===== src/hdl/esf_pkg.sv =====
// Shared types and constants for the escape stuffing framer.
`timescale 1ns / 1ps
`default_nettype none
package esf_pkg;

  // Input word kinds
  localparam logic [1:0] KindPayload = 2'd0;
  localparam logic [1:0] KindFinal   = 2'd1;
  localparam logic [1:0] KindClose   = 2'd2;

  // Register indexes on the APB port (word address = paddr[3:2])
  localparam logic [1:0] RegEscape = 2'd0;
  localparam logic [1:0] RegStart  = 2'd1;
  localparam logic [1:0] RegFinish = 2'd2;

  localparam int unsigned PaddrW = 4;

  // Reset values of the registers
  localparam logic [7:0] EscapeReset = 8'h10;
  localparam logic [7:0] StartReset  = 8'h02;
  localparam logic [7:0] FinishReset = 8'h03;

  // Output byte steps, one bit each, sent lowest bit first
  localparam int unsigned OpHdrEsc   = 0;
  localparam int unsigned OpHdrStart = 1;
  localparam int unsigned OpStuffEsc = 2;
  localparam int unsigned OpData     = 3;
  localparam int unsigned OpTrlEsc   = 4;
  localparam int unsigned OpTrlFin   = 5;
  localparam int unsigned NumOps     = 6;

  typedef struct packed {
    logic [1:0] kind;
    logic [7:0] data_byte;
  } in_word_t;

  typedef struct packed {
    logic [7:0] out_byte;
    logic       last_of_run;
    logic       frame_end;
  } out_word_t;

  typedef struct packed {
    logic [7:0] escape_byte;
    logic [7:0] start_char;
    logic [7:0] finish_char;
  } cfg_t;

  // Queue entry: the steps to run and the payload byte
  typedef struct packed {
    logic [NumOps-1:0] ops;
    logic [7:0]        data_byte;
  } cmd_t;

endpackage
`default_nettype wire


===== src/hdl/esf_front.sv =====
// Front end: accepts input words, tracks the open frame, builds step masks.
`timescale 1ns / 1ps
`default_nettype none
module esf_front (
  input  wire logic            clk_i,
  input  wire logic            rst_ni,
  input  wire logic            in_valid_i,
  output logic                 in_stall_o,
  input  wire esf_pkg::in_word_t in_word_i,
  input  wire esf_pkg::cfg_t   cfg_i,
  input  wire logic            q_full_i,
  output logic                 push_o,
  output esf_pkg::cmd_t        push_cmd_o
);
  import esf_pkg::*;

  logic frame_open_q, frame_open_d;
  logic accept;
  logic meaningful;
  logic has_data;
  logic closes;

  assign in_stall_o = q_full_i;
  assign accept     = in_valid_i && !q_full_i;

  // Classify the word
  always_comb begin
    meaningful = (in_word_i.kind == KindPayload) || (in_word_i.kind == KindFinal) ||
                 (in_word_i.kind == KindClose);
    has_data   = (in_word_i.kind == KindPayload) || (in_word_i.kind == KindFinal);
    closes     = (in_word_i.kind == KindFinal) || (in_word_i.kind == KindClose);

    push_cmd_o.ops                = '0;
    push_cmd_o.ops[OpHdrEsc]      = !frame_open_q;
    push_cmd_o.ops[OpHdrStart]    = !frame_open_q;
    push_cmd_o.ops[OpStuffEsc]    = has_data && (in_word_i.data_byte == cfg_i.escape_byte);
    push_cmd_o.ops[OpData]        = has_data;
    push_cmd_o.ops[OpTrlEsc]      = closes;
    push_cmd_o.ops[OpTrlFin]      = closes;
    push_cmd_o.data_byte          = in_word_i.data_byte;

    push_o = accept && meaningful;

    frame_open_d = frame_open_q;
    if (push_o) begin
      frame_open_d = !closes;
    end
  end

  // Frame state
  always_ff @(posedge clk_i or negedge rst_ni) begin
    if (!rst_ni) begin
      frame_open_q <= 1'b0;
    end else begin
      frame_open_q <= frame_open_d;
    end
  end

endmodule
`default_nettype wire


===== src/hdl/esf_queue.sv =====
// Small register queue between front end and back end.
`timescale 1ns / 1ps
`default_nettype none
module esf_queue #(
  parameter int unsigned Depth = 4
) (
  input  wire logic          clk_i,
  input  wire logic          rst_ni,
  input  wire logic          push_i,
  input  wire esf_pkg::cmd_t push_cmd_i,
  input  wire logic          pop_i,
  output esf_pkg::cmd_t      head_o,
  output logic               empty_o,
  output logic               full_o
);
  import esf_pkg::*;

  localparam int unsigned PtrW = $clog2(Depth);
  localparam int unsigned CntW = $clog2(Depth + 1);
  localparam logic [PtrW-1:0] PtrLast = PtrW'(Depth - 1);
  localparam logic [CntW-1:0] CntFull = CntW'(Depth);

  cmd_t            mem_q [Depth];
  logic [PtrW-1:0] wr_ptr_q, wr_ptr_d;
  logic [PtrW-1:0] rd_ptr_q, rd_ptr_d;
  logic [CntW-1:0] count_q, count_d;
  logic            do_push, do_pop;

  assign empty_o = (count_q == '0);
  assign full_o  = (count_q == CntFull);
  assign head_o  = mem_q[rd_ptr_q];
  assign do_push = push_i && !full_o;
  assign do_pop  = pop_i && !empty_o;

  // Pointer and fill count update
  always_comb begin
    wr_ptr_d = wr_ptr_q;
    rd_ptr_d = rd_ptr_q;
    count_d  = count_q;
    if (do_push) begin
      wr_ptr_d = (wr_ptr_q == PtrLast) ? '0 : wr_ptr_q + 1'b1;
    end
    if (do_pop) begin
      rd_ptr_d = (rd_ptr_q == PtrLast) ? '0 : rd_ptr_q + 1'b1;
    end
    if (do_push && !do_pop) begin
      count_d = count_q + 1'b1;
    end else if (do_pop && !do_push) begin
      count_d = count_q - 1'b1;
    end
  end

  always_ff @(posedge clk_i or negedge rst_ni) begin
    if (!rst_ni) begin
      wr_ptr_q <= '0;
      rd_ptr_q <= '0;
      count_q  <= '0;
    end else begin
      wr_ptr_q <= wr_ptr_d;
      rd_ptr_q <= rd_ptr_d;
      count_q  <= count_d;
    end
  end

  // Entry storage
  always_ff @(posedge clk_i) begin
    if (do_push) begin
      mem_q[wr_ptr_q] <= push_cmd_i;
    end
  end

  // Checks
  a_count_bound: assert property (@(posedge clk_i) disable iff (!rst_ni)
    count_q <= CntFull) else $error("queue count above depth");
  a_no_drop: assert property (@(posedge clk_i) disable iff (!rst_ni)
    push_i |-> !full_o) else $error("push into full queue");
  a_count_track: assert property (@(posedge clk_i) disable iff (!rst_ni)
    (do_push && !do_pop) |=> count_q == $past(count_q) + 1'b1)
    else $error("queue count did not follow push");

endmodule
`default_nettype wire


===== src/hdl/esf_back.sv =====
// Back end: runs the step mask of each queued word, one output byte a cycle unless stalled.
`timescale 1ns / 1ps
`default_nettype none
module esf_back (
  input  wire logic          clk_i,
  input  wire logic          rst_ni,
  input  wire esf_pkg::cfg_t cfg_i,
  input  wire esf_pkg::cmd_t head_i,
  input  wire logic          empty_i,
  output logic               pop_o,
  output logic               out_valid_o,
  input  wire logic          out_stall_i,
  output esf_pkg::out_word_t out_word_o
);
  import esf_pkg::*;

  logic [NumOps-1:0] ops_q, ops_d;
  logic [7:0]        data_q, data_d;
  logic              out_valid_q, out_valid_d;
  out_word_t         out_word_q, out_word_d;
  logic [NumOps-1:0] sel;
  logic [NumOps-1:0] rest;
  logic              adv, emit;
  logic [7:0]        byte_sel;

  // Lowest pending step goes next
  always_comb begin
    sel = ops_q & (~ops_q + 1'b1);
    rest = ops_q & ~sel;
    priority if (sel[OpHdrEsc] || sel[OpStuffEsc] || sel[OpTrlEsc]) begin
      byte_sel = cfg_i.escape_byte;
    end else if (sel[OpHdrStart]) begin
      byte_sel = cfg_i.start_char;
    end else if (sel[OpTrlFin]) begin
      byte_sel = cfg_i.finish_char;
    end else begin
      byte_sel = data_q;
    end
  end

  // Step control and output register
  always_comb begin
    adv   = !out_valid_q || !out_stall_i;
    emit  = adv && (ops_q != '0);
    pop_o = ((ops_q == '0) || (emit && rest == '0)) && !empty_i;

    ops_d  = ops_q;
    data_d = data_q;
    if (pop_o) begin
      ops_d  = head_i.ops;
      data_d = head_i.data_byte;
    end else if (emit) begin
      ops_d = rest;
    end

    out_valid_d = out_valid_q;
    out_word_d  = out_word_q;
    if (emit) begin
      out_valid_d            = 1'b1;
      out_word_d.out_byte    = byte_sel;
      out_word_d.last_of_run = (rest == '0);
      out_word_d.frame_end   = sel[OpTrlFin];
    end else if (adv) begin
      out_valid_d = 1'b0;
    end
  end

  always_ff @(posedge clk_i or negedge rst_ni) begin
    if (!rst_ni) begin
      ops_q       <= '0;
      out_valid_q <= 1'b0;
    end else begin
      ops_q       <= ops_d;
      out_valid_q <= out_valid_d;
    end
  end

  always_ff @(posedge clk_i) begin
    data_q     <= data_d;
    out_word_q <= out_word_d;
  end

  assign out_valid_o = out_valid_q;
  assign out_word_o  = out_word_q;

  // Checks
  a_end_is_last: assert property (@(posedge clk_i) disable iff (!rst_ni)
    (out_valid_q && out_word_q.frame_end) |-> out_word_q.last_of_run)
    else $error("frame end byte not last of its run");
  a_pop_when_done: assert property (@(posedge clk_i) disable iff (!rst_ni)
    pop_o |-> (ops_q == '0 || rest == '0)) else $error("pop while steps remain");

endmodule
`default_nettype wire


===== src/hdl/escape_stuffing_framer.sv =====
// Top level of the escape stuffing framer: registers, front end, queue, back end.
// Usage:
//   Input channel (in_valid_i / in_stall_o / in_word_i) takes one word a cycle:
//   kind 0 payload byte, 1 final payload byte, 2 close frame with no byte,
//   kind 3 is taken and dropped. The first word of a frame adds escape + start,
//   a closing word adds escape + finish, a payload byte equal to escape is doubled.
//   Output channel (out_valid_o / out_stall_i / out_word_o) gives one byte a cycle;
//   last_of_run marks the last byte of a word, frame_end the finish marker.
//   A taken word goes through the queue, step register and output register.
//   Throughput: one output byte per cycle while out_stall_i is low, set by the
//   back-end step sequencer; a word makes 1 to 6 output bytes.
//   The front end keeps taking words into a QueueDepth-entry queue while the
//   output stalls; in_stall_o rises only when that queue is full.
//   Registers escape_byte, start_char, finish_char sit at 0x0, 0x4, 0x8 on the
//   APB port; write them only while the block is idle.
//   Reset clears the queue, the output valid flag and the open-frame flag, and
//   loads 0x10, 0x02, 0x03 into the registers.
`timescale 1ns / 1ps
`default_nettype none
module escape_stuffing_framer #(
  parameter int unsigned QueueDepth = 4
) (
  input  wire logic                      clk_i,
  input  wire logic                      rst_ni,
  input  wire logic                      in_valid_i,
  output logic                           in_stall_o,
  input  wire esf_pkg::in_word_t         in_word_i,
  output logic                           out_valid_o,
  input  wire logic                      out_stall_i,
  output esf_pkg::out_word_t             out_word_o,
  input  wire logic                      psel,
  input  wire logic                      penable,
  input  wire logic                      pwrite,
  input  wire logic [esf_pkg::PaddrW-1:0] paddr,
  input  wire logic [31:0]               pwdata,
  output logic [31:0]                    prdata,
  output logic                           pready
);
  import esf_pkg::*;

  cfg_t       cfg_q, cfg_d;
  logic       cfg_wr;
  logic [1:0] reg_idx;
  logic       push, pop, q_full, q_empty;
  cmd_t       push_cmd, head;

  // APB register file
  assign pready  = 1'b1;
  assign reg_idx = paddr[3:2];
  assign cfg_wr  = psel && penable && pwrite && pready;

  always_comb begin
    cfg_d = cfg_q;
    if (cfg_wr) begin
      unique case (reg_idx)
        RegEscape: cfg_d.escape_byte = pwdata[7:0];
        RegStart:  cfg_d.start_char  = pwdata[7:0];
        RegFinish: cfg_d.finish_char = pwdata[7:0];
        default:   cfg_d = cfg_q;
      endcase
    end
  end

  always_comb begin
    unique case (reg_idx)
      RegEscape: prdata = {24'd0, cfg_q.escape_byte};
      RegStart:  prdata = {24'd0, cfg_q.start_char};
      RegFinish: prdata = {24'd0, cfg_q.finish_char};
      default:   prdata = '0;
    endcase
  end

  always_ff @(posedge clk_i or negedge rst_ni) begin
    if (!rst_ni) begin
      cfg_q.escape_byte <= EscapeReset;
      cfg_q.start_char  <= StartReset;
      cfg_q.finish_char <= FinishReset;
    end else begin
      cfg_q <= cfg_d;
    end
  end

  esf_front u_front (
    .clk_i      (clk_i),
    .rst_ni     (rst_ni),
    .in_valid_i (in_valid_i),
    .in_stall_o (in_stall_o),
    .in_word_i  (in_word_i),
    .cfg_i      (cfg_q),
    .q_full_i   (q_full),
    .push_o     (push),
    .push_cmd_o (push_cmd)
  );

  esf_queue #(
    .Depth (QueueDepth)
  ) u_queue (
    .clk_i      (clk_i),
    .rst_ni     (rst_ni),
    .push_i     (push),
    .push_cmd_i (push_cmd),
    .pop_i      (pop),
    .head_o     (head),
    .empty_o    (q_empty),
    .full_o     (q_full)
  );

  esf_back u_back (
    .clk_i       (clk_i),
    .rst_ni      (rst_ni),
    .cfg_i       (cfg_q),
    .head_i      (head),
    .empty_i     (q_empty),
    .pop_o       (pop),
    .out_valid_o (out_valid_o),
    .out_stall_i (out_stall_i),
    .out_word_o  (out_word_o)
  );

endmodule
`default_nettype wire

===== config.mk =====
export PLATFORM = sky130hd
export DESIGN_NAME = escape_stuffing_framer
export DESIGN_NICKNAME = d
export VERILOG_FILES = /design/src/hdl/esf_pkg.sv /design/src/hdl/esf_front.sv /design/src/hdl/esf_queue.sv /design/src/hdl/esf_back.sv /design/src/hdl/escape_stuffing_framer.sv
export SDC_FILE = /design/constraint.sdc
export NUM_CORES = 1
export LEC_CHECK = 0
export BUFFER_PORTS_ARGS = -buffer_cell sky130_fd_sc_hd__buf_2
export CORE_MARGIN = 4
export CORE_UTILIZATION = 33
export DETAILED_ROUTE_END_ITERATION = 7
export GPL_TIMING_DRIVEN = 1
export SKIP_LAST_GASP = 1
export SYNTH_ARGS = -nofsm -noshare
export SYNTH_HDL_FRONTEND = slang
export SYNTH_SLANG_ARGS = --single-unit

===== constraint.sdc =====
create_clock -name clk_i -period 3.1 [get_ports clk_i]
set_input_delay 0.465 -clock clk_i [delete_from_list [all_inputs] [get_ports clk_i]]
set_output_delay 0.465 -clock clk_i [all_outputs]
set_load 0.05 [all_outputs]

* Yosys cells after proc, flatten, opt, wreduce, memory -nomap -nowiden
Memories as Yosys holds them, arrays and structs flattened.
Index checks and enable logic that the tools add are counted.
** Storage, ports and cells
- Register bits after elaboration :: 57
- Bits in writable memories :: 56
- Input bits :: 53
- Output and inout bits :: 45
- Logic and storage cells :: 84
- Memories kept :: 1
** Memory list
- u_queue.mem_q :: depth 4, width 14, rd ports 1, clocked after Yosys merged registers in 0, write ports 1, line esf_queue.sv:23 : cmd_t mem_q [Depth];
** Cells by class
- Add/sub/neg operators :: 5
- Equality and inequality tests :: 8
- Mux-type cells :: 14
- Bitwise operators :: 4
- Reduce and logical (&&, ||, !) cells :: 39
** Operator list (count)
- $mux 8 :: 3
- $pmux 8 s3 :: 1
- $and 6x6->6 :: 2
- $logic_and 1x1->1 :: 12
- $logic_not 6->1 :: 2
- $mux 6 :: 2
- $not 6->6 :: 2
- $eq 2x2->1 const B :: 4
- $eq 8x8->1 :: 1
- $logic_not 1->1 :: 8
- $logic_or 1x1->1 :: 7
- $add 6x1->6 const B :: 1
- $mux 3 :: 2
- $reduce_and 2->1 :: 3
- $reduce_bool 2->1 :: 3
- $reduce_bool 6->1 :: 1
- $add 2x1->2 const B :: 2
- $eq 2x1->1 const B :: 2
- $logic_not 2->1 :: 2
- $mux 1 :: 4
- $mux 2 :: 2
- $add 3x1->3 const B :: 1
- $eq 3x3->1 const B :: 1
- $logic_not 3->1 :: 1
- $sub 3x1->3 const B :: 1

* Longest topological paths before layout
Gate-level depths: netlist of the first run.
- Word-level depth :: 13
- Depth in mapped cells :: 9
- Depth with buffers taken out :: 8

* Hierarchy
From an unflattened synthesis of the first run, not the netlist that was laid out.
** Second synthesis, totals
- Cells, all modules :: 361
- Area, all modules :: 5337.6 µm²
** By module, submodules not included
- esf_queue :: instances 1, cells each 110, area each 2461.1 µm², sequential area each 1856.8 µm²
- escape_stuffing_framer :: instances 1, cells each 108, area each 1338.8 µm², sequential area each 605.6 µm²
- esf_back :: instances 1, cells each 107, area each 1242.4 µm², sequential area each 715.7 µm²
- esf_front :: instances 1, cells each 36, area each 295.3 µm², sequential area each 25.0 µm²

* Worst setup path after synthesis of the first run
No wires, ideal clock.
- Path kind :: input -> output
- Start :: in paddr[2] (netlist name)
- End :: out prdata[0]
- Data arrival time :: 2116 ps
- Required time :: 2635 ps
- Setup slack :: 519 ps
- Stages on the path :: 3
- Buffers on the path :: 1
- Cells stage by stage :: buf_1 -> mux2i_1 -> o21ai_0
** Between the ends
- Word-level cells in the longest chain between the ends :: 2
- Elaborated cells on any way between the ends :: 4
- Classes of those cells :: 2 x eq/ne; 1 x mux; 1 x reduce/logical
** RTL lines
- start: declaration :: line escape_stuffing_framer.sv:34 : input wire logic [esf_pkg::PaddrW-1:0] paddr,
- $eq 2x2->1 (tied with other cells) :: line escape_stuffing_framer.sv:65 : unique case (reg_idx)
- $pmux 8 s3 (*) :: line escape_stuffing_framer.sv:65
- end: declaration :: line escape_stuffing_framer.sv:36 : output logic [31:0] prdata,
Every way passes the cells marked *; elsewhere a longest branch is shown, timed or not.

* Final worst setup path of the first run
- Start :: reg u_back.ops_q[3]
- End :: reg u_queue.count_q[2]
** Between the ends
- Word-level cells in the longest chain between the ends :: 13
- Elaborated cells on any way between the ends :: 18
- Classes of those cells :: 1 x add/sub; 1 x mux; 4 x bitwise; 12 x reduce/logical
** RTL lines
- start: declaration :: line esf_back.sv:17 : logic [NumOps-1:0] ops_q, ops_d;
- start signal: assignment :: line esf_back.sv:73 : ops_q <= ops_d;
- $not 6->6 :: line esf_back.sv:28 : sel = ops_q & (~ops_q + 1'b1);
- $add 6x1->6 :: line esf_back.sv:28
- $and 6x6->6 :: line esf_back.sv:28
- $not 6->6 :: line esf_back.sv:29 : rest = ops_q & ~sel;
- $and 6x6->6 :: line esf_back.sv:29
- $logic_not 6->1 :: line esf_back.sv:45 : pop_o = ((ops_q == '0) || (emit && rest == '0)) && !empty_i;
- $logic_and 1x1->1 :: line esf_back.sv:45
- $logic_or 1x1->1 (*) :: line esf_back.sv:45
- $logic_and 1x1->1 (*) :: line esf_back.sv:45
- $logic_and 1x1->1 (*) :: line esf_queue.sv:33 : assign do_pop = pop_i && !empty_o;
- $logic_not 1->1 :: line esf_queue.sv:46 : if (do_push && !do_pop) begin
- $logic_and 1x1->1 :: line esf_queue.sv:46
- $mux 3 / $reduce_bool 2->1 (equally long branches)
- end signal: assignment :: line esf_queue.sv:61 : count_q <= count_d;
- end: declaration :: line esf_queue.sv:26 : logic [CntW-1:0] count_q, count_d;
Marked as above.
A chain may end at the register's enable or synchronous reset.

==> insert_results.sql, run 1 <==
INSERT INTO impl_metrics (metric_group, metric, value, unit) VALUES
('power', 'power_density', '958', 'nW/um2'),
('cts', 'worstSkewPairLatency', '0.34', 'ns'),
('sta', 'rsz0062_at_grt', 'false', ''),
('synthesis', 'synth_edf_count', '66', ''),
('floorplanning', 'placeableCoreArea', '14500', 'um2'),
('global_routing', 'grtUsageTotal', '11.4', '%'),
('cts', 'ctsRootBufferMaster', 'sky130_fd_sc_hd__clkbuf_16', ''),
('floorplanning', 'std_cell_rows', '44', ''),
('global_routing', 'grt_pass1_wl', '14400', 'um'),
('synthesis', 'synth-xor-area-share', '1.98', '%'),
('synthesis', 'ys_ff_latch', '105', ''),
('setup_path', 'worst_ep_arrival_time', '2.96', 'ns'),
('power', 'leakage', '2.23', 'nW'),
('setup_path', 'critical_path_peak_fanout', '9', ''),
('cts', 'post_cts_hold_buffer_count', '0', ''),
('status', 'outcome', 'finished clean', ''),
('final_layout', 'final_core_util', '38.0', '%'),
('final_layout', 'finalNetCount', '448', ''),
('placement', 'post-dp-hpwl', '6500', 'um'),
('setup_path', 'critical_path.endpoint_type', 'register', ''),
('global_routing', 'grt_overflow_total', '0', ''),
('synthesis', 'largest_family_of_logic_cells_by_synthesized_area', 'multiplexers', ''),
('global_routing', 'initial_antenna_violation_count', '1', ''),
('detailed_routing', 'detail_route.first_pass.iterations', '4', ''),
('sta', 'finalSetupTns', '0', 'ns'),
('global_routing', 'grt_max_degree', '40', ''),
('detailed_routing', 'mean_routed_wirelength_per_cell', '16.2', 'um'),
('detailed_routing', 'drcViolationCount', '0', ''),
('sta', 'relSlewSlack', '37.3', '%'),
('run', 'drv_cap', '0', ''),
('synthesis', 'ys_warn_count', '0', ''),
('cts', 'cts_num_sinks', '105', ''),
('sta', 'min_period_over_period', '88.1', '%'),
('sta', 'clock.fmax', '366', 'MHz'),
('synthesis', 'fraction_of_synthesis_flops_using_an_asynchronous_set_or_reset_pin', '37.1', '%'),
('synthesis', 'ys_seq_area_share', '61.0', '%'),
('detailed_routing', 'drtIter0Drc', '222', ''),
('synthesis', 'multiplexer_area_fraction_after_synthesis', '17.1', '%'),
('synthesis', 'yosys.cell_types.count', '48', ''),
('detailed_routing', 'avgViaCountPerCell', '4.71', ''),
('min_path', 'hp-class', 'in2async', ''),
('floorplanning', 'dieHeight', '129', 'um'),
('synthesis', 'yosys.area_share.simple', '6.41', '%'),
('sta', 'setup-violations-final', '0', ''),
('final_layout', 'area_growth_syn_to_fin', '13.2', '%'),
('floorplanning', 'floorplan.io_pins', '98', ''),
('placement', 'place.gp.congestion', '0.758', ''),
('synthesis', 'synth_adder_area_share', '2.73', '%'),
('power', 'max-vdd-ir-drop', '0.340', 'mV'),
('final_layout', 'diode_count', '0', ''),
('cts', 'cts.reportedPaths.clkPinSlew', '0.07', 'ns'),
('sta', 'post-route-min-period', '2.73', 'ns'),
('sta', 'finalClockSkew', '0.00800', 'ns'),
('cts', 'cts-root-to-sink-buffers', '2', ''),
('synthesis', 'synth_compound_area_share', '4.84', '%'),
('final_layout', 'layout_commonest_cell', 'sky130_fd_sc_hd__edfxtp_1', ''),
('synthesis', 'syn-instance-count', '336', ''),
('sta', 'final-hold-violation-count', '0', ''),
('cts', 'cts_setup_buffers', '0', ''),
('cts', 'cts-buffers-inserted', '9', ''),
('global_routing', 'vias_in_the_first_global_route', '2684', ''),
('detailed_routing', 'vias', '2704', ''),
('setup_path', 'worst_path_required_time', '3.33', 'ns'),
('sta', 'slew_violations', '0', ''),
('detailed_routing', 'post_route_antenna_net_violation_count', '0', ''),
('sta', 'tightestPinTransition', '0.940', 'ns'),
('cts', 'clock_tree.htree_level_count', '3', ''),
('power', 'p_total', '5.27', 'mW'),
('final_layout', 'fraction_of_layout_instances_using_a_drive_strength_above_1', '31.3', '%'),
('cts', 'cts.repair.resized', '0', ''),
('floorplanning', 'fp.dieArea', '16700', 'um2'),
('placement', 'numPortBuffers', '46', ''),
('setup_path', 'startpoint_type', 'register', ''),
('floorplanning', 'die_w', '129', 'um'),
('synthesis', 'synth_top_flop_cell', 'sky130_fd_sc_hd__edfxtp_1', ''),
('synthesis', 'avgSynthCellArea', '14.5', 'um2'),
('floorplanning', 'initial_utilization', '33.6', '%'),
('synthesis', 'synth_area', '4860', 'um2'),
('detailed_routing', 'route.final.wire_length', '9310', 'um'),
('final_layout', 'final_cell_mix', 'sky130_fd_sc_hd__edfxtp_1 (66), sky130_fd_sc_hd__buf_2 (46), sky130_fd_sc_hd__dfrtp_1 (35), sky130_fd_sc_hd__mux2_2 (34), sky130_fd_sc_hd__conb_1 (25)', ''),
('setup_path', 'timing_worst_setup_path_type', 'reg2reg', ''),
('cts', 'clock_tree_from_tritoncts', 'built', '');
[report_power, final]
part | switching, mW | total (mW) | internal [mW]
Sequential | 0.282 | 2.27 | 1.98
Combinational | 1.12 | 1.87 | 0.743
Clock | 0.505 | 1.14 | 0.630
Total | 1.91 | 5.27 | 3.36
[worst paths after layout]
kind / startpoint / end / slack (ns) / depth (start not counted)
worst max-delay path: u_back.ops_q[3] / u_queue.count_q[2] / 0.37 / 8
worst min-delay path: rst_ni / cfg_q[21] / 0.26 / 1
worst max register to register: u_back.ops_q[3] / u_queue.count_q[2] / 0.37 / 8
worst min register to register: u_queue.count_q[2] / u_queue.count_q[2] / 0.52 / 1
max in group asynchronous: rst_ni / u_back.out_valid_o / 2.25 / 1
min in group clk_i: in_word_i[6] / u_queue.mem_q[3][6] / 0.37 / 1
[layer usage]
metal | up-vias | part of all wire (%) | global-route usage, %
li1 | 1279 | - | -
met3 | 11 | 4.8 | 2.89
met1 | 1348 | 43 | 14.4
met2 | 64 | 51 | 19.4
met4 | 2 | 1.2 | 3.71
met5 | - | 0.075 | 0
[logic make-up after synthesis]
kind of cell	count (synthesis)
muxes	65
buffers and inverters	47
adders and majority gates	10
other	2
xor gates and xnor gates	11
AOI/OAI and AO/OA	37
and+or+nand+nor	59
DFF	105
[registers in the layout, indices dropped and copies added (netlist names)]
name,flops
u_back.ops_q,6
u_front.frame_open_q,1
u_queue.wr_ptr_q,2
u_back.out_word_o,10
u_back.data_q,8
cfg_q,24
u_queue.rd_ptr_q,2
u_queue.count_q,3
u_queue.mem_q,48
u_back.out_valid_o,1
[area by class of cell]
type / instances / area (um2)
fill: 1361 / 8980
multi-input combinational: 207 / 1700
inverter: 11 / 41.3
clock buffer: 10 / 229
sequential: 105 / 2960
timing repair buffer: 51 / 268
clock inverter: 6 / 67.6
tap: 184 / 230
[per-stage QoR]
step | instance area, um2 | worst slack [ns] | std cells | hold slack (ns)
after floorplan | 4940 | 0.519 | 359 | 0.169
after global placement | 5200 | 0.458 | 558 | 0.502
after detailed placement | 5200 | 0.386 | 558 | 0.507
after CTS | 5500 | 0.371 | 574 | 0.283
after global routing | 5500 | 0.263 | 574 | 0.329
final | 5500 | 0.368 | 574 | 0.261
[Yosys cell counts (3+ instances only)]
cell | number | area share [%]
sky130_fd_sc_hd__edfxtp_1 | 66 | 41
sky130_fd_sc_hd__mux2_2 | 34 | 7.9
sky130_fd_sc_hd__and2_1 | 5 | 0.64
sky130_fd_sc_hd__nand3_1 | 3 | 0.31
sky130_fd_sc_hd__a211oi_1 | 3 | 0.46
sky130_fd_sc_hd__nor2_1 | 10 | 0.77
sky130_fd_sc_hd__nor2b_1 | 3 | 0.39
sky130_fd_sc_hd__mux4_2 | 11 | 5.1
sky130_fd_sc_hd__mux2i_1 | 20 | 4.1
sky130_fd_sc_hd__dfstp_2 | 4 | 2.2
sky130_fd_sc_hd__dfrtp_1 | 35 | 18
sky130_fd_sc_hd__xor2_1 | 4 | 0.72
sky130_fd_sc_hd__ha_1 | 9 | 2.3
sky130_fd_sc_hd__buf_4 | 25 | 3.9
sky130_fd_sc_hd__nor3_1 | 4 | 0.41
sky130_fd_sc_hd__o21ai_0 | 21 | 2.2
sky130_fd_sc_hd__inv_1 | 11 | 0.85
sky130_fd_sc_hd__xnor2_1 | 7 | 1.3
sky130_fd_sc_hd__clkbuf_1 | 5 | 0.39
sky130_fd_sc_hd__nand2_1 | 22 | 1.7
[worst max-delay path, stage by stage (launching register included)]
cell and delay, ns:
sky130_fd_sc_hd__dfrtp_1 0.47, sky130_fd_sc_hd__or4_4 0.61, sky130_fd_sc_hd__a211oi_1 0.31, sky130_fd_sc_hd__o31ai_2 0.21, sky130_fd_sc_hd__ha_1 0.28, sky130_fd_sc_hd__fa_1 0.38
sky130_fd_sc_hd__xnor2_1 0.17, sky130_fd_sc_hd__nor2_1 0.07, sky130_fd_sc_hd__xor2_1 0.14
Power figures use the tool's default switching activity.
==> run 2: changes to the inputs <==
--- a/config.mk
+++ b/config.mk
@@ -9,7 +9,7 @@
 export CORE_MARGIN = 4
 export CORE_UTILIZATION = 33
 export DETAILED_ROUTE_END_ITERATION = 7
-export GPL_TIMING_DRIVEN = 1
+export GPL_TIMING_DRIVEN = 0
 export SKIP_LAST_GASP = 1
 export SYNTH_ARGS = -nofsm -noshare
 export SYNTH_HDL_FRONTEND = slang
==> run 2 against run 1 <==
Effect of this change:
- sequential share of layout area fell by 1.7 points
- die area did not move
- global-route usage rose by 0.41 points
- count of clock-buffer cells in the layout did not move
- power fell by 0.59%
- maximum frequency rose by 1.5%
- highest routed layer unchanged
==> insert_results.sql, run 2 (synthesis results as in run 1) <==
INSERT INTO impl_metrics (metric_group, metric, value, unit) VALUES
('cts', 'clock_tree.htree_level_count', '3', ''),
('sta', 'finalClockSkew', '0.0123', 'ns'),
('sta', 'setup-violations-final', '0', ''),
('final_layout', 'finalNetCount', '479', ''),
('detailed_routing', 'route.final.wire_length', '9580', 'um'),
('setup_path', 'startpoint_type', 'register', ''),
('final_layout', 'final_core_util', '39.2', '%'),
('cts', 'cts.repair.resized', '0', ''),
('final_layout', 'number_of_flip_flops_under_the_largest_register_name', '48', ''),
('sta', 'finalSetupTns', '0', 'ns'),
('final_layout', 'fraction_of_layout_instances_using_a_drive_strength_above_1', '34.9', '%'),
('final_layout', 'diode_count', '0', ''),
('detailed_routing', 'drtIter0Drc', '267', ''),
('placement', 'post-dp-hpwl', '6810', 'um'),
('cts', 'cts-root-to-sink-buffers', '2', ''),
('final_layout', 'largest-register', 'u_queue.mem_q', ''),
('sta', 'relSlewSlack', '33.0', '%'),
('sta', 'rsz0062_at_grt', 'false', ''),
('final_layout', 'layout_commonest_cell', 'sky130_fd_sc_hd__edfxtp_1', ''),
('setup_path', 'timing_worst_setup_path_type', 'reg2reg', ''),
('sta', 'post-route-min-period', '2.69', 'ns'),
('setup_path', 'critical_path_peak_fanout', '9', ''),
('status', 'outcome', 'finished clean', ''),
('detailed_routing', 'drcViolationCount', '0', ''),
('global_routing', 'grtUsageTotal', '11.9', '%'),
('sta', 'min_period_over_period', '86.8', '%'),
('floorplanning', 'dieHeight', '129', 'um'),
('sta', 'final-hold-violation-count', '0', ''),
('cts', 'cts_setup_buffers', '0', ''),
('cts', 'post_cts_hold_buffer_count', '0', ''),
('setup_path', 'worst_ep_arrival_time', '2.92', 'ns'),
('floorplanning', 'std_cell_rows', '44', ''),
('floorplanning', 'initial_utilization', '33.6', '%'),
('global_routing', 'grt_max_degree', '40', ''),
('power', 'leakage', '2.36', 'nW'),
('detailed_routing', 'detail_route.first_pass.iterations', '4', ''),
('placement', 'place.gp.congestion', '0.773', ''),
('floorplanning', 'placeableCoreArea', '14500', 'um2'),
('global_routing', 'vias_in_the_first_global_route', '2780', ''),
('power', 'max-vdd-ir-drop', '0.412', 'mV'),
('setup_path', 'critical_path.endpoint_type', 'register', ''),
('cts', 'worstSkewPairLatency', '0.34', 'ns'),
('final_layout', 'final_cell_mix', 'sky130_fd_sc_hd__edfxtp_1 (66), sky130_fd_sc_hd__buf_2 (48), sky130_fd_sc_hd__dfrtp_1 (35), sky130_fd_sc_hd__mux2_2 (34)', ''),
('detailed_routing', 'post_route_antenna_net_violation_count', '0', ''),
('cts', 'clock_tree_from_tritoncts', 'built', ''),
('global_routing', 'initial_antenna_violation_count', '2', ''),
('setup_path', 'worst_path_required_time', '3.33', 'ns'),
('floorplanning', 'floorplan.io_pins', '98', ''),
('cts', 'cts.reportedPaths.clkPinSlew', '0.07', 'ns'),
('run', 'drv_cap', '0', ''),
('global_routing', 'grt_pass1_wl', '14900', 'um'),
('min_path', 'hp-class', 'in2async', ''),
('final_layout', 'area_growth_syn_to_fin', '16.9', '%'),
('global_routing', 'grt_overflow_total', '0', ''),
('placement', 'numPortBuffers', '46', ''),
('sta', 'clock.fmax', '372', 'MHz'),
('power', 'power_density', '922', 'nW/um2'),
('floorplanning', 'die_w', '129', 'um'),
('cts', 'ctsRootBufferMaster', 'sky130_fd_sc_hd__clkbuf_16', ''),
('floorplanning', 'fp.dieArea', '16700', 'um2'),
('sta', 'hold_ws', '0.254', 'ns'),
('sta', 'slew_violations', '0', ''),
('cts', 'cts_num_sinks', '105', ''),
('detailed_routing', 'mean_routed_wirelength_per_cell', '15.8', 'um'),
('cts', 'cts-buffers-inserted', '9', ''),
('detailed_routing', 'avgViaCountPerCell', '4.64', ''),
('detailed_routing', 'vias', '2806', ''),
('sta', 'tightestPinTransition', '1.00', 'ns');
## run 2: cell types whose count changed in the layout (fill, tap and decap cells not counted)
cell                        delta
sky130_fd_sc_hd__buf_1         +2
sky130_fd_sc_hd__clkbuf_2      +1
sky130_fd_sc_hd__bufinv_16     -1
sky130_fd_sc_hd__clkbuf_1      +5
sky130_fd_sc_hd__buf_4        +20
sky130_fd_sc_hd__clkinv_1      -1
sky130_fd_sc_hd__buf_2         +2
sky130_fd_sc_hd__clkinv_2      +2
sky130_fd_sc_hd__buf_6         +1
## run 2: per-layer routing
layer | global-route usage (%) | part of all wire, %
met1 | 15.4 | 44
met3 | 3.13 | 4.8
met4 | 3.83 | 1.2
met5 | 0 | 0.21
met2 | 19.4 | 50
## run 2: area by class of cell
cell class	instances	area, um2
inverters	11	41.3
well taps	184	230
fillers	1359	8800
clock inverters	6	43.8
flip-flops and latches	105	2960
plain buffers	36	240
clock buffers	10	229
repair buffers	46	230
multi-input cells	207	1700
## run 2: path summary, 6_finish.rpt
path | start | end | slack, ns | depth (start not counted)
min | rst_ni | cfg_q[6] | 0.25 | 1
max reg2reg | u_back.ops_q[3] | u_queue.count_q[2] | 0.41 | 9
max | u_back.ops_q[3] | u_queue.count_q[2] | 0.41 | 9
max in group asynchronous | rst_ni | u_back.ops_q[3] | 2.25 | 1
min in group clk_i | in_word_i[6] | u_queue.mem_q[1][6] | 0.37 | 1
min reg2reg | u_queue.count_q[0] | u_queue.count_q[0] | 0.51 | 1
## run 2: metrics by stage
stage	instances	total power, mW	setup slack [ns]	instance area, um2
after global placement	589	4.16	0.474	5410
after detailed placement	589	4.24	0.414	5410
after global routing	605	5.57	0.241	5680
after CTS	605	5.30	0.403	5680
after floorplan	359	3.75	0.519	4940
final	605	5.24	0.408	5680
## run 2: power by group
group	total (mW)	internal [mW]	switching (mW)
Clock	1.05	0.548	0.504
Combinational	1.98	0.770	1.21
Sequential	2.21	1.99	0.224
Total	5.24	3.30	1.93
## run 2: worst max-delay path: stages, from the launching register on
cell and delay, ns:
sky130_fd_sc_hd__dfrtp_1 0.38, sky130_fd_sc_hd__buf_6 0.13, sky130_fd_sc_hd__or4_4 0.58, sky130_fd_sc_hd__a211oi_1 0.29, sky130_fd_sc_hd__o31ai_2 0.19, sky130_fd_sc_hd__ha_1 0.27, sky130_fd_sc_hd__fa_1 0.38, sky130_fd_sc_hd__xnor2_1 0.16
sky130_fd_sc_hd__nor2_1 0.06, sky130_fd_sc_hd__xor2_1 0.14
==> run 3: changes to the inputs <==
==> constraint.sdc (replaced) <==
create_clock -name clk_i -period 3.1 [get_ports clk_i]
set_input_delay 0.155 -clock clk_i [delete_from_list [all_inputs] [get_ports clk_i]]
set_output_delay 0.155 -clock clk_i [all_outputs]
set_load 0.05 [all_outputs]
==> run 3 against run 2 <==
Effect of this change:
- register-to-register slack lost 0.04 ns
- power is 0.25% higher
- global-route usage barely moved
- clock power hardly changed
- via count rose by 0.57%
- critical endpoint unchanged
- largest cell class unchanged
==> insert_results.sql, run 3 (synthesis results as in run 1) <==
INSERT INTO impl_metrics (metric_group, metric, value, unit) VALUES
('global_routing', 'grtUsageTotal', '11.9', '%'),
('sta', 'clock.fmax', '366', 'MHz'),
('placement', 'place.gp.congestion', '0.773', ''),
('setup_path', 'reg2reg_from', 'u_back.ops_q[3]', ''),
('cts', 'worstSkewPairLatency', '0.35', 'ns'),
('detailed_routing', 'drtIter0Drc', '237', ''),
('detailed_routing', 'post_route_antenna_net_violation_count', '0', ''),
('final_layout', 'fraction_of_layout_instances_using_a_drive_strength_above_1', '34.8', '%'),
('cts', 'cts-root-to-sink-buffers', '2', ''),
('final_layout', 'finalNetCount', '480', ''),
('sta', 'setup-violations-final', '0', ''),
('min_path', 'hp-class', 'in2reg', ''),
('cts', 'cts_setup_buffers', '0', ''),
('setup_path', 'critical_path_peak_fanout', '9', ''),
('cts', 'clock_tree.htree_level_count', '3', ''),
('global_routing', 'grt_pass1_wl', '14900', 'um'),
('final_layout', 'number_of_flip_flops_under_the_largest_register_name', '48', ''),
('cts', 'cts.reportedPaths.clkPinSlew', '0.07', 'ns'),
('run', 'drv_cap', '0', ''),
('final_layout', 'layout_commonest_cell', 'sky130_fd_sc_hd__edfxtp_1', ''),
('sta', 'post-route-min-period', '2.73', 'ns'),
('placement', 'numPortBuffers', '46', ''),
('setup_path', 'worst_path_required_time', '3.33', 'ns'),
('floorplanning', 'floorplan.io_pins', '98', ''),
('setup_path', 'timing_worst_setup_path_type', 'reg2reg', ''),
('sta', 'relSlewSlack', '33.0', '%'),
('final_layout', 'area_growth_syn_to_fin', '17.1', '%'),
('sta', 'slew_violations', '0', ''),
('detailed_routing', 'route.final.wire_length', '9650', 'um'),
('cts', 'cts.repair.resized', '0', ''),
('final_layout', 'final_cell_mix', 'sky130_fd_sc_hd__edfxtp_1 (66), sky130_fd_sc_hd__buf_2 (48), sky130_fd_sc_hd__dfrtp_1 (35), sky130_fd_sc_hd__mux2_2 (34)', ''),
('detailed_routing', 'mean_routed_wirelength_per_cell', '15.9', 'um'),
('power', 'power_density', '923', 'nW/um2'),
('cts', 'clock_tree_from_tritoncts', 'built', ''),
('sta', 'finalClockSkew', '0.0146', 'ns'),
('floorplanning', 'placeableCoreArea', '14500', 'um2'),
('detailed_routing', 'detail_route.first_pass.iterations', '4', ''),
('floorplanning', 'initial_utilization', '33.6', '%'),
('placement', 'instance_area_after_placement', '5410', 'um2'),
('sta', 'finalSetupTns', '0', 'ns'),
('floorplanning', 'std_cell_rows', '44', ''),
('floorplanning', 'fp.dieArea', '16700', 'um2'),
('setup_path', 'worst_ep_arrival_time', '2.96', 'ns'),
('final_layout', 'largest-register', 'u_queue.mem_q', ''),
('detailed_routing', 'vias', '2822', ''),
('setup_path', 'startpoint_type', 'register', ''),
('cts', 'cts-buffers-inserted', '9', ''),
('min_path', 'timing.hold.worst.start', 'in_word_i[6]', ''),
('global_routing', 'grt_overflow_total', '0', ''),
('cts', 'cts_num_sinks', '105', ''),
('cts', 'ctsRootBufferMaster', 'sky130_fd_sc_hd__clkbuf_16', ''),
('final_layout', 'diode_count', '0', ''),
('detailed_routing', 'drcViolationCount', '0', ''),
('status', 'outcome', 'finished clean', ''),
('setup_path', 'setup.worst_path.start', 'u_back.ops_q[3]', ''),
('floorplanning', 'dieHeight', '129', 'um'),
('sta', 'rsz0062_at_grt', 'false', ''),
('sta', 'final-hold-violation-count', '0', ''),
('final_layout', 'area_of_all_placed_cells_without_fillers', '5690', 'um2'),
('detailed_routing', 'avgViaCountPerCell', '4.66', ''),
('floorplanning', 'die_w', '129', 'um'),
('placement', 'post-dp-hpwl', '6810', 'um'),
('setup_path', 'critical_path.endpoint_type', 'register', ''),
('power', 'max-vdd-ir-drop', '0.420', 'mV'),
('global_routing', 'initial_antenna_violation_count', '2', ''),
('global_routing', 'vias_in_the_first_global_route', '2783', ''),
('power', 'leakage', '2.36', 'nW'),
('global_routing', 'grt_max_degree', '40', ''),
('sta', 'tightestPinTransition', '1.00', 'ns'),
('sta', 'min_period_over_period', '88.0', '%');
## run 3: cell types whose count changed in the layout (fill, tap and decap cells not counted), sizes merged
cell         before  now
dlygate4sd3       0    1
## run 3: critical path, stage by stage (launching register included)
cell and delay (ns):
sky130_fd_sc_hd__dfrtp_1 0.38, sky130_fd_sc_hd__buf_6 0.13, sky130_fd_sc_hd__or4_4 0.58, sky130_fd_sc_hd__a211oi_1 0.32, sky130_fd_sc_hd__o31ai_2 0.20, sky130_fd_sc_hd__ha_1 0.27, sky130_fd_sc_hd__fa_1 0.38, sky130_fd_sc_hd__xnor2_1 0.16
sky130_fd_sc_hd__nor2_1 0.06, sky130_fd_sc_hd__xor2_1 0.14
## run 3: stage by stage
| stage | power, mW | hold WS [ns] | setup WS (ns) | utilization, % | std cells |
|---|---|---|---|---|---|
| after floorplan | 3.75 | -0.141 | 0.562 | - | 359 |
| after global placement | 4.16 | 0.325 | 0.474 | 37.3 | 589 |
| after detailed placement | 4.24 | 0.336 | 0.414 | 37.3 | 589 |
| after CTS | 5.30 | 0.0427 | 0.403 | 39.3 | 606 |
| after global routing | 5.57 | 0.0477 | 0.241 | 39.3 | 606 |
| final | 5.25 | 0.0487 | 0.371 | 39.3 | 606 |
## run 3: worst paths after layout
kind / end / slack (ns) / cells past startpoint
worst min-delay path: u_queue.mem_q[1][6] / 0.05 / 1
worst max-delay path: u_queue.count_q[2] / 0.37 / 9
worst min register to register: u_queue.count_q[0] / 0.52 / 1
worst max register to register: u_queue.count_q[2] / 0.37 / 9
max in group asynchronous: u_back.ops_q[3] / 2.04 / 2
min in group asynchronous: cfg_q[5] / 0.48 / 2
## run 3: report_power, final
group	switching [mW]	internal, mW
clock network	0.510	0.548
logic	1.21	0.771
registers	0.225	1.99
## run 3: cell type report
class	count	area (um2)
Timing Repair Buffer	47	240
Inverter	11	41.3
Sequential cell	105	2960
Fill cell	1361	8790
Buffer	36	240
Multi-Input combinational cell	207	1700
Clock buffer	10	229
Tap cell	184	230
Clock inverter	6	43.8
## run 3: repair_timing
action	CTS	global route
hold endpoints to repair	35	0
hold buffers	1	0
endpoints found under the setup margin	0	0
## run 3: routing by layer
layer,track usage (%),share of wire [%],up-vias
li1,-,-,1350
met1,15.5,44,1376
met2,19.4,49,79
met3,3.13,5.5,13
met4,3.83,1.4,4
met5,0,0.21,-
